$ cat src/sv/mtdd_pkg.sv
// Package for the three-digit multiplexed display driver.
// Holds the word types, the scan position codes, constants and the segment table.
// No dependencies.
package mtdd_pkg;

    localparam int unsigned MaxValue      = 999;
    localparam logic [7:0]  HoldTicksRst  = 8'd5;

    typedef struct packed {
        logic               kind;    // 0 number, 1 tick
        logic signed [15:0] value;
    } t_in_word;

    typedef struct packed {
        logic [2:0] digit_select;
        logic [6:0] segment_pattern;
        logic       accepted;
    } t_out_word;

    typedef enum logic [1:0] {
        POS_ONES     = 2'd0,
        POS_TENS     = 2'd1,
        POS_HUNDREDS = 2'd2
    } t_scan_pos;

    localparam logic KIND_NUMBER = 1'b0;
    localparam logic KIND_TICK   = 1'b1;

    localparam logic [2:0] SEL_ONES     = 3'b001;
    localparam logic [2:0] SEL_TENS     = 3'b010;
    localparam logic [2:0] SEL_HUNDREDS = 3'b100;

    localparam logic [6:0] SEG_ZERO = 7'h3F;

    // Segment A in bit 0 through G in bit 6; decimal point never driven.
    function automatic logic [6:0] seg_of(input logic [3:0] digit);
        logic [6:0] seg;
        case (digit)
            4'd0:    seg = 7'h3F;
            4'd1:    seg = 7'h06;
            4'd2:    seg = 7'h5B;
            4'd3:    seg = 7'h4F;
            4'd4:    seg = 7'h66;
            4'd5:    seg = 7'h6D;
            4'd6:    seg = 7'h7D;
            4'd7:    seg = 7'h07;
            4'd8:    seg = 7'h7F;
            4'd9:    seg = 7'h67;
            default: seg = 7'h00;
        endcase
        return seg;
    endfunction

endpackage

$ cat src/sv/multiplexed_three_digit_display_driver.sv
// Top level of the three-digit multiplexed seven-segment display driver.
// Depends on mtdd_pkg and mtdd_bin2dec.
//
//   channel | direction | handshake                 | word
//   --------+-----------+---------------------------+-----------------------------------
//   in      | input     | i_in_valid / o_in_ready   | t_in_word: kind, value
//   out     | output    | o_out_valid / i_out_ready | t_out_word: select, segments, ok
//   cfg     | input     | i_cfg_valid / o_cfg_ready | 8-bit hold_ticks
//
// One word per clock sustained while the output is not stalled; a taken word
// passes through the input register, then the result register, which drives
// the output port.
// Reset (sync, active low) clears the pipeline, shows 0 on the tens digit, hold 5.
// A stalled output holds the result register; the input register still takes a
// word while the result register waits, so ready drops only when both are full.
// Config is always ready; the user must write it only while the block is idle (not enforced).
module multiplexed_three_digit_display_driver
    import mtdd_pkg::*;
(
    input  logic      i_clk,
    input  logic      i_rst_n,
    input  logic      i_in_valid,
    output logic      o_in_ready,
    input  t_in_word  i_in_word,
    output logic      o_out_valid,
    input  logic      i_out_ready,
    output t_out_word o_out_word,
    input  logic      i_cfg_valid,
    output logic      o_cfg_ready,
    input  logic [7:0] i_cfg_data
);

    // pipeline registers
    logic      r_a_valid;
    t_in_word  r_a_word;
    logic      r_b_valid;
    t_out_word r_out_word;

    // display state: the shown value is kept as decimal digits
    logic [7:0] r_hold_ticks;
    logic [3:0] r_hund, r_tens, r_ones;
    t_scan_pos  r_pos;
    logic [7:0] r_hold_count;

    logic [3:0] n_hund, n_tens, n_ones;
    t_scan_pos  n_pos;
    logic [7:0] n_hold_count;
    t_out_word  n_out_word;

    logic       w_adv;
    logic       w_fire;
    logic       w_in_range;
    logic [3:0] w_cv_hund, w_cv_tens, w_cv_ones;
    logic [7:0] w_limit;
    logic [8:0] w_cnt;
    logic [3:0] w_digit;

    assign w_adv       = !r_b_valid || i_out_ready;
    assign w_fire      = r_a_valid && w_adv;
    assign o_in_ready  = !r_a_valid || w_adv;
    assign o_out_valid = r_b_valid;
    assign o_out_word  = r_out_word;
    assign o_cfg_ready = 1'b1;

    // negative or above 999 is rejected
    assign w_in_range = !r_a_word.value[15] && (r_a_word.value[14:0] <= 15'(MaxValue));

    mtdd_bin2dec u_bin2dec (
        .i_value    (r_a_word.value[9:0]),
        .o_hundreds (w_cv_hund),
        .o_tens     (w_cv_tens),
        .o_ones     (w_cv_ones)
    );

    // hold of zero behaves as one
    assign w_limit = (r_hold_ticks == 8'd0) ? 8'd1 : r_hold_ticks;
    assign w_cnt   = {1'b0, r_hold_count} + 9'd1;

    // next display state
    always_comb begin
        n_hund       = r_hund;
        n_tens       = r_tens;
        n_ones       = r_ones;
        n_pos        = r_pos;
        n_hold_count = r_hold_count;
        if (r_a_word.kind == KIND_NUMBER) begin
            if (w_in_range) begin
                n_hund       = w_cv_hund;
                n_tens       = w_cv_tens;
                n_ones       = w_cv_ones;
                n_hold_count = 8'd0;
                n_pos        = (w_cv_hund != 4'd0) ? POS_HUNDREDS : POS_TENS;
            end
        end else begin
            if (w_cnt >= {1'b0, w_limit}) begin
                n_hold_count = 8'd0;
                case (r_pos)
                    POS_HUNDREDS: n_pos = POS_TENS;
                    POS_TENS:     n_pos = POS_ONES;
                    // wrap: hundreds only when the value has one
                    POS_ONES:     n_pos = (r_hund != 4'd0) ? POS_HUNDREDS : POS_TENS;
                    default:      n_pos = POS_TENS;
                endcase
            end else begin
                n_hold_count = w_cnt[7:0];
            end
        end
    end

    // result describes the digit lit after the word
    always_comb begin
        case (n_pos)
            POS_HUNDREDS: begin
                n_out_word.digit_select = SEL_HUNDREDS;
                w_digit                 = n_hund;
            end
            POS_ONES: begin
                n_out_word.digit_select = SEL_ONES;
                w_digit                 = n_ones;
            end
            default: begin
                n_out_word.digit_select = SEL_TENS;
                w_digit                 = n_tens;
            end
        endcase
        n_out_word.segment_pattern = seg_of(w_digit);
        n_out_word.accepted        = (r_a_word.kind == KIND_TICK) || w_in_range;
    end

    // control and state
    always_ff @(posedge i_clk) begin
        if (!i_rst_n) begin
            r_a_valid    <= 1'b0;
            r_b_valid    <= 1'b0;
            r_hold_ticks <= HoldTicksRst;
            r_hund       <= 4'd0;
            r_tens       <= 4'd0;
            r_ones       <= 4'd0;
            r_pos        <= POS_TENS;
            r_hold_count <= 8'd0;
        end else begin
            if (o_in_ready) begin
                r_a_valid <= i_in_valid;
            end
            if (w_adv) begin
                r_b_valid <= r_a_valid;
            end
            if (i_cfg_valid) begin
                r_hold_ticks <= i_cfg_data;
            end
            if (w_fire) begin
                r_hund       <= n_hund;
                r_tens       <= n_tens;
                r_ones       <= n_ones;
                r_pos        <= n_pos;
                r_hold_count <= n_hold_count;
            end
        end
    end

    // payload registers
    always_ff @(posedge i_clk) begin
        if (i_in_valid && o_in_ready) begin
            r_a_word <= i_in_word;
        end
        if (w_fire) begin
            r_out_word <= n_out_word;
        end
    end

endmodule

$ cat src/sv/mtdd_bin2dec.sv
// Binary to decimal digit split for values 0..999.
// Parallel compares against multiples of 100 and 10; depends on mtdd_pkg.
module mtdd_bin2dec
    import mtdd_pkg::*;
(
    input  logic [9:0] i_value,
    output logic [3:0] o_hundreds,
    output logic [3:0] o_tens,
    output logic [3:0] o_ones
);

    logic [9:0] w_rem100;
    logic [6:0] w_rem10;

    always_comb begin
        o_hundreds = 4'd0;
        w_rem100   = i_value;
        for (int k = 1; k <= 9; k++) begin
            if (i_value >= 10'(k * 100)) begin
                o_hundreds = 4'(k);
                w_rem100   = i_value - 10'(k * 100);
            end
        end
    end

    always_comb begin
        o_tens  = 4'd0;
        w_rem10 = w_rem100[6:0];
        for (int k = 1; k <= 9; k++) begin
            if (w_rem100[6:0] >= 7'(k * 10)) begin
                o_tens  = 4'(k);
                w_rem10 = w_rem100[6:0] - 7'(k * 10);
            end
        end
        o_ones = w_rem10[3:0];
    end

endmodule

$ cat config.mk
export PLATFORM = sky130hd
export DESIGN_NAME = multiplexed_three_digit_display_driver
export DESIGN_NICKNAME = d
export VERILOG_FILES = /design/src/sv/mtdd_pkg.sv /design/src/sv/multiplexed_three_digit_display_driver.sv /design/src/sv/mtdd_bin2dec.sv
export SDC_FILE = /design/constraint.sdc
export NUM_CORES = 1
export LEC_CHECK = 0
export CAP_MARGIN = 10
export CORE_MARGIN = 4
export CORE_UTILIZATION = 65
export CTS_CLUSTER_SIZE = 10
export DETAILED_ROUTE_END_ITERATION = 7
export DONT_BUFFER_PORTS = 1
export GPL_TIMING_DRIVEN = 0
export PLACE_DENSITY_LB_ADDON = 0.25
export REMOVE_ABC_BUFFERS = 1
export SKIP_CTS_REPAIR_TIMING = 1
export SYNTH_ARGS = -nofsm -noshare
export SYNTH_HDL_FRONTEND = slang
export SYNTH_SLANG_ARGS = --single-unit
$ cat constraint.sdc
create_clock -name i_clk -period 5.7 [get_ports i_clk]
set_input_delay 0 -clock i_clk [delete_from_list [all_inputs] [get_ports i_clk]]
set_output_delay 0 -clock i_clk [all_outputs]
set_load 0.005 [all_outputs]
==> results of run 1 <==
through the flow:
stage                     total power [mW]  instance area [sq um]  TNS (ns)
after floorplan                      0.752                   5040         0
after global placement               0.817                   5170         0
after detailed placement             0.826                   5170         0
after CTS                             1.20                   5360   -0.0450
after global routing                  1.30                   5770    -0.133
final                                 1.25                   5770         0
power by group through the flow:
stage / logic [mW] / registers [mW] / clock network, mW
final: 0.368 / 0.498 / 0.382
after global routing: 0.401 / 0.499 / 0.403
after detailed placement: 0.318 / 0.509 / 0
after floorplan: 0.254 / 0.499 / 0
after global placement: 0.309 / 0.508 / 0
after CTS: 0.320 / 0.499 / 0.384
cell usage in the layout, fill, tap and decap left out, types with 17 or more instances in the layout:
cell type and count:
nor2b_1 18, nor3_1 17, a21oi_1 32, dlygate4sd3_1 29, edfxtp_1 28, ha_1 37, nor2_1 39, dfxtp_1 32
inv_1 29, o21ai_0 20, nand2_1 70
flip-flops by register name, summed over array words and instances (netlist names):
| name | flops |
|---|---|
| r_ones | 4 |
| r_hund | 4 |
| o_out_word | 11 |
| r_tens | 4 |
| r_a_valid | 1 |
| o_out_valid | 1 |
| r_a_word | 17 |
| r_hold_ticks | 8 |
| r_pos | 2 |
| r_hold_count | 8 |
critical path, delay by kind of cell (launching register included):
kind                     cells  cell delay (ns)
multiplexers                 1             0.29
adder cells (fa/ha/maj)      3             0.73
AND/OR/NAND/NOR              3             0.60
buffers and inverters        4             0.57
AO/OA/AOI/OAI                8             2.41
flip-flops                   1             0.64
kinds of logic after synthesis:
| family | Yosys count | synth area share (%) |
|---|---|---|
| compound gates | 183 | 29.0 |
| xor+xnor | 12 | 2.15 |
| fa+ha+maj | 38 | 9.07 |
| buf+inv | 64 | 6.04 |
| flops | 60 | 28.3 |
| mux | 11 | 2.20 |
| other cells | 1 | 0.0716 |
| simple gates | 227 | 23.2 |
area by class of cell:
class,count,area (sq um)
Clock inverter,6,63.8
Tap cell,102,128
Sequential cell,60,1480
Clock buffer,10,128
Inverter,32,124
Fill cell,585,2000
Timing Repair Buffer,35,352
Multi-Input combinational cell,472,3490
worst paths after layout:
check / from / to / slack (ns) / cells past startpoint
worst min-delay path: i_in_valid / r_a_word[12]$_DFFE_PP_ / 0.26 / 1
worst min register to register: r_ones[0]$_SDFFE_PN0P_ / r_ones[0]$_SDFFE_PN0P_ / 0.48 / 2
worst max register to register: r_a_word[3]$_DFFE_PP_ / o_out_word[4]$_DFFE_PP_ / 0.19 / 19
worst max-delay path: r_a_word[3]$_DFFE_PP_ / o_out_word[4]$_DFFE_PP_ / 0.19 / 19
layer usage:
layer | vias to the layer above | share of wire (%) | track usage (%)
met5 | - | 0 | 0
met2 | 287 | 46 | 40.5
li1 | 2241 | - | -
met4 | 0 | 3.3 | 8.73
met3 | 62 | 8.9 | 4.86
met1 | 2299 | 42 | 37.0
==> results.json, run 1 <==
{
  "max_stage_delay_ns": 0.64,
  "crit_chain": "inv_1 -> ha_1 -> nor4bb_2 -> o31ai_1 -> and3_1 -> a2111oi_4 -> o22ai_4 -> inv_1 -> ha_1 -> a211oi_1 -> nor2_1 -> o21ai_0 -> a22oi_2 -> a311o_1 -> inv_1 -> ha_1 -> inv_1 -> mux2_1 -> a22o_1",
  "drv_cap": 0,
  "cp_max_fo": 18,
  "cp-start-kind": "register",
  "worst_pin_slew_ns": 0.889,
  "clock_path_buffers": 2,
  "syn_inst": 596,
  "max-slew-margin-rel_pct": 40.5,
  "grt_pass1_wl_um": 21100,
  "num_rows": 32,
  "ys_ff_latch": 60,
  "yosys.area.top_type_share_pct": 16.0,
  "setup_viol": 0,
  "grt_use_total_pct": 26.2,
  "cts_tree": "done",
  "synth_top_area_cell": "edfxtp_1",
  "dp_cells": 666,
  "firstDrtPassIters": 7,
  "arrival_ns": 5.61,
  "p_per_area_nw_per_um2": 216,
  "vias_per_cell": 6.82,
  "grt_max_degree": 36,
  "ys_types": 106,
  "chipWidth_um": 97.8,
  "p_switching_uw": 430,
  "hold_viol_final": 0,
  "h-tree-depth": 3,
  "diodes": 0,
  "period_needed_ns": 5.51,
  "p_leak_nw": 2.25,
  "synth_area_per_cell_sq_um": 8.79,
  "routedWlPerCell_um": 19.9,
  "end_kind": "register",
  "design.die.area_sq_um": 9560,
  "synth-edff-count": 28,
  "drt-total-wl_um": 14300,
  "cp_common_cell": "inv_1",
  "drc": 0,
  "finish.utilization_pct": 74.3,
  "stdcell_count": 717,
  "vdd_drop_max_mv": 0.224,
  "insertion_delay_ns": 0.35,
  "dpl.hpwl_um": 9190,
  "ant_nets": 0,
  "p_sw_share_pct": 34.4,
  "synth_warnings": 0,
  "drt_iter0_markers": 514,
  "grt_pass1_vias": 4356,
  "ys_seq_area_share_pct": 28.3,
  "min_path_type": "in2reg",
  "period_share_pct": 96.6,
  "fin_skew_ns": 0.0103,
  "clock_tree.root_cell": "clkbuf_8",
  "drive_above_1_share_pct": 11.5,
  "fp.coreArea_sq_um": 7770,
  "comb_power_share_pct": 29.5,
  "netlist_area_sq_um": 5240,
  "ios": 44,
  "area_growth_pct": 10.1,
  "pwr-share-clk_pct": 30.6,
  "start_util_pct": 67.5,
  "p_int_uw": 819,
  "netlist_top_cells_area": "edfxtp_1, dfxtp_1, ha_1, nand2_1, a21oi_1",
  "yosysMostFrequentCell": "nand2_1",
  "cp.required_ns": 5.80,
  "timing.hold.ws_ns": 0.259,
  "async_flop_share_pct": 0,
  "pwr-share-seq_pct": 39.9,
  "overflow": 0,
  "antenna_found_initial": 0,
  "path_class": "reg2reg",
  "synth-main-ff-cell": "dfxtp_1",
  "design.final.nets": 678,
  "yosys-top-cells-count": "nand2_1, nor2_1, ha_1, a21oi_1, dfxtp_1",
  "die_y_um": 97.8,
  "fin_ws_ns": 0.192,
  "numCtsBuffers": 9,
  "place.gp.congestion": 0.960,
  "clock-sinks": 60,
  "fmax_ghz": 0.182,
  "numPortBuffers": 0,
  "post-place-ws_ns": 0.00524,
  "vias": 4889,
  "critical_path.slowest_cell": "edfxtp_1",
  "status": "complete, no violations",
  "maxSlewViolCount": 0,
  "path_clk_slew_ns": 0.07
}
Power figures use the tool's default switching activity.
==> run 2: changes to the inputs <==
Settings changed: PLACE_DENSITY set to 0.85, PLACE_DENSITY_LB_ADDON 0.25 to unset.
==> results.json, run 2 (synthesis results as in run 1) <==
{
  "p_sw_share_pct": 32.8,
  "maxSlewViolCount": 0,
  "fin_skew_ns": 0.00764,
  "drt-total-wl_um": 14300,
  "vdd_drop_max_mv": 0.273,
  "critPathTopFamily": "compound AO/OA/AOI/OAI gates",
  "drv_cap": 0,
  "finish.utilization_pct": 74.4,
  "ant_nets": 0,
  "busiest_layer": "met2",
  "design_area_sq_um": 5780,
  "grt_max_degree": 36,
  "clock_tree.root_cell": "clkbuf_8",
  "pwr-share-seq_pct": 38.8,
  "grtUsageMet3_pct": 5.57,
  "cts_tree": "done",
  "area_growth_pct": 10.2,
  "cp_max_fo": 18,
  "fin_ws_ns": 0.191,
  "arrival_ns": 5.60,
  "design.final.nets": 679,
  "drc": 0,
  "top_register": "r_a_word",
  "path_class": "reg2reg",
  "insertion_delay_ns": 0.34,
  "overflow": 0,
  "critical_path.slowest_cell": "edfxtp_1",
  "clock_path_buffers": 2,
  "h-tree-depth": 3,
  "chipWidth_um": 97.8,
  "dp_cells": 666,
  "gr-usage-met1_pct": 33.8,
  "p_switching_uw": 421,
  "start_util_pct": 67.5,
  "numPortBuffers": 0,
  "status": "complete, no violations",
  "grt_use_total_pct": 26.7,
  "pwr-share-clk_pct": 32.7,
  "fp.coreArea_sq_um": 7770,
  "cp-start-kind": "register",
  "worst_pin_slew_ns": 0.834,
  "max-slew-margin-rel_pct": 44.2,
  "routedWlPerCell_um": 20.0,
  "num_rows": 32,
  "clock-sinks": 60,
  "grt_pass1_wl_um": 21200,
  "largest_register_ffs": 17,
  "p_leak_nw": 2.27,
  "numCtsBuffers": 9,
  "stdcell_count": 718,
  "grt_use_met2_pct": 45.1,
  "p_int_uw": 862,
  "firstDrtPassIters": 5,
  "post-place-ws_ns": 0.0525,
  "min_path_type": "in2reg",
  "num-fill-cells": 515,
  "setup_viol": 0,
  "drt_iter0_markers": 408,
  "design.die.area_sq_um": 9560,
  "p_per_area_nw_per_um2": 222,
  "ios": 44,
  "die_y_um": 97.8,
  "max_stage_delay_ns": 0.59,
  "period_needed_ns": 5.51,
  "dpl.hpwl_um": 9290,
  "comb_power_share_pct": 28.5,
  "critPathBufInv": 3,
  "crit_chain": "inv_1 -> ha_1 -> nor4bb_2 -> o31ai_1 -> and3_1 -> a2111oi_2 -> o22ai_4 -> ha_1 -> a22o_1 -> a31oi_4 -> a21boi_2 -> a22oi_1 -> a311o_1 -> inv_1 -> ha_1 -> inv_1 -> mux2_1 -> a22o_1",
  "hold_viol_final": 0,
  "diodes": 0,
  "grt_pass1_vias": 4411,
  "placed_cell_area_sq_um": 5170,
  "place.gp.congestion": 0.961,
  "period_share_pct": 96.6,
  "antenna_found_initial": 0,
  "vias_per_cell": 6.78,
  "drive_above_1_share_pct": 11.5,
  "vias": 4869,
  "end_kind": "register",
  "cp.required_ns": 5.80,
  "final_common_cell": "nand2_1",
  "path_clk_slew_ns": 0.07,
  "final_cell_mix": "nand2_1, nor2_1, ha_1, a21oi_1, dfxtp_1",
  "fmax_ghz": 0.182
}
## run 2: per-stage QoR
| step | power, mW | TNS [ns] | hold slack (ns) |
|---|---|---|---|
| global placement | 0.814 | 0 | 0.0689 |
| floorplan | 0.752 | 0 | 0.0619 |
| finish | 1.28 | 0 | 0.257 |
| global route | 1.34 | -0.00108 | 0.287 |
| CTS | 1.24 | 0 | -0.282 |
| detailed placement | 0.826 | 0 | 0.0768 |
## run 2: final timing paths
kind                        endpoint  depth (start not counted)  slack (ns)                   start
max          o_out_word[4]$_DFFE_PP_                         18        0.19   r_a_word[3]$_DFFE_PP_
min           r_a_word[10]$_DFFE_PP_                          1        0.26              i_in_valid
max reg2reg  o_out_word[4]$_DFFE_PP_                         18        0.19   r_a_word[3]$_DFFE_PP_
min reg2reg   r_tens[3]$_SDFFE_PN0P_                          2        0.46  r_tens[3]$_SDFFE_PN0P_
## run 2: cell type report
cell class              instances  area, sq um  area share, %
repair buffers                 36          355           6.15
multi-input cells             472         3470           60.2
flip-flops and latches         60         1480           25.6
inverters                      32          120           2.08
well taps                     102          128           2.21
clock inverters                 6         88.8           1.54
clock buffers                  10          128           2.21
## run 2: routing by layer
layer / routed length, um / share of wire [%] / vias to the layer above
met3: 1170 / 8.2 / 44
met5: 0 / 0 / -
met4: 364 / 2.5 / 0
li1: - / - / 2249
met1: 5680 / 40 / 2291
met2: 7120 / 50 / 285
## run 2: power by group through the flow
stage,clock network [mW],registers (mW),logic (mW)
6_report,0.420,0.498,0.366
2_1_floorplan,0,0.499,0.254
3_3_place_gp,0,0.508,0.306
4_1_cts,0.423,0.499,0.320
3_5_place_dp,0,0.509,0.317
5_1_grt,0.444,0.499,0.396
==> run 3: changes to the inputs <==
Settings changed: CELL_PAD_IN_SITES_DETAIL_PLACEMENT set to 0, CELL_PAD_IN_SITES_GLOBAL_PLACEMENT set to 1, CORE_UTILIZATION 65 to 50.
==> results.json, run 3 (synthesis results as in run 1) <==
{
  "fmax_ghz": 0.184,
  "antenna_found_initial": 0,
  "arrival_ns": 5.53,
  "cp-start-kind": "register",
  "end_kind": "register",
  "design.final.nets": 681,
  "design_area_sq_um": 5860,
  "num-fill-cells": 919,
  "setup_viol": 0,
  "power.total_mw": 1.33,
  "rsz0062_at_grt": "false",
  "grt_use_total_pct": 21.9,
  "die_y_um": 110,
  "cts_tree": "done",
  "routedWlPerCell_um": 18.5,
  "maxSlewViolCount": 0,
  "ios": 44,
  "drv_cap": 0,
  "grt_max_degree": 36,
  "overflow": 0,
  "vias_per_cell": 6.27,
  "status": "complete, no violations",
  "grt_pass1_wl_um": 21000,
  "numPortBuffers": 0,
  "numCtsBuffers": 9,
  "insertion_delay_ns": 0.35,
  "firstDrtPassIters": 5,
  "p_leak_nw": 2.30,
  "period_share_pct": 95.1,
  "diodes": 0,
  "largest_register_ffs": 17,
  "placed_cell_area_sq_um": 5210,
  "hold_viol_final": 0,
  "ant_nets": 0,
  "final_common_cell": "nand2_1",
  "area_growth_pct": 11.8,
  "final_cell_mix": "nand2_1, nor2_1, ha_1, a21oi_1, dfxtp_1",
  "clock_path_buffers": 2,
  "h-tree-depth": 3,
  "path_class": "reg2reg",
  "num_rows": 37,
  "path_clk_slew_ns": 0.08,
  "drive_above_1_share_pct": 12.0,
  "start_util_pct": 51.0,
  "cp_max_fo": 16,
  "fp.coreArea_sq_um": 10300,
  "period_needed_ns": 5.42,
  "design.die.area_sq_um": 12200,
  "p_per_area_nw_per_um2": 227,
  "top_register": "r_a_word",
  "clock-sinks": 60,
  "vdd_drop_max_mv": 0.172,
  "drt-total-wl_um": 13900,
  "fin_skew_ns": 0.00808,
  "dpl.hpwl_um": 9380,
  "min_path_type": "in2reg",
  "cp.required_ns": 5.81,
  "drt_iter0_markers": 431,
  "worst_pin_slew_ns": 0.805,
  "clock_tree.root_cell": "clkbuf_8",
  "chipWidth_um": 110,
  "grt_pass1_vias": 4274,
  "vias": 4724,
  "drc": 0,
  "place.gp.congestion": 0.939,
  "max-slew-margin-rel_pct": 46.2
}
[run 3: worst max-delay path, stage by stage, from the launching register on]
cell and delay, ns:
edfxtp_1 0.82, ha_1 0.30, or4b_4 0.50, o221ai_2 0.29
a21oi_2 0.11, o2bb2ai_4 0.22, xnor2_4 0.21, inv_1 0.23
ha_1 0.31, o21ai_1 0.27, a21oi_1 0.16, o21ai_0 0.23
a22oi_1 0.21, a311o_1 0.50, inv_1 0.13, ha_1 0.15
inv_1 0.05, mux2_1 0.29, a22o_1 0.18
[run 3: layout make-up]
cell class / count / area, sq um / area share [%]
Clock inverter: 7 / 124 / 2.11
Timing Repair Buffer: 38 / 374 / 6.38
Tap cell: 136 / 170 / 2.90
Clock buffer: 9 / 124 / 2.11
Inverter: 32 / 120 / 2.05
Sequential cell: 60 / 1480 / 25.3
Multi-Input combinational cell: 472 / 3470 / 59.2
[run 3: worst paths after layout]
kind | slack [ns] | from | endpoint | cells past startpoint
worst min-delay path | 0.26 | i_in_valid | r_a_word[16]$_DFFE_PP_ | 1
worst max-delay path | 0.28 | r_a_word[6]$_DFFE_PP_ | o_out_word[4]$_DFFE_PP_ | 18
worst min register to register | 0.47 | r_ones[0]$_SDFFE_PN0P_ | r_ones[0]$_SDFFE_PN0P_ | 2
worst max register to register | 0.28 | r_a_word[6]$_DFFE_PP_ | o_out_word[4]$_DFFE_PP_ | 18
[run 3: metal layers]
metal	up-vias	wire (um)	track usage, %
met4	0	308	6.77
li1	2259	-	-
met1	2267	5930	28.9
met3	27	846	4.72
met5	-	0	0
met2	171	6840	35.7
[run 3: power by group]
group / internal, mW / switching [mW]
combinational: 0.146 / 0.215
clock: 0.293 / 0.184
sequential: 0.470 / 0.0240
total: 0.910 / 0.423
[run 3: through the flow]
stage	hold WS (ns)	worst slack, ns	TNS (ns)	std cells	util [%]
final	0.260	0.279	0	754	57.0
after CTS	-0.292	-0.250	-0.604	716	53.1
after detailed placement	0.0805	-0.213	-0.411	700	50.7
after floorplan	0.0619	0.963	0	564	-
after global placement	0.0691	-0.164	-0.174	700	50.7
after global routing	0.255	0.0322	0	754	57.0
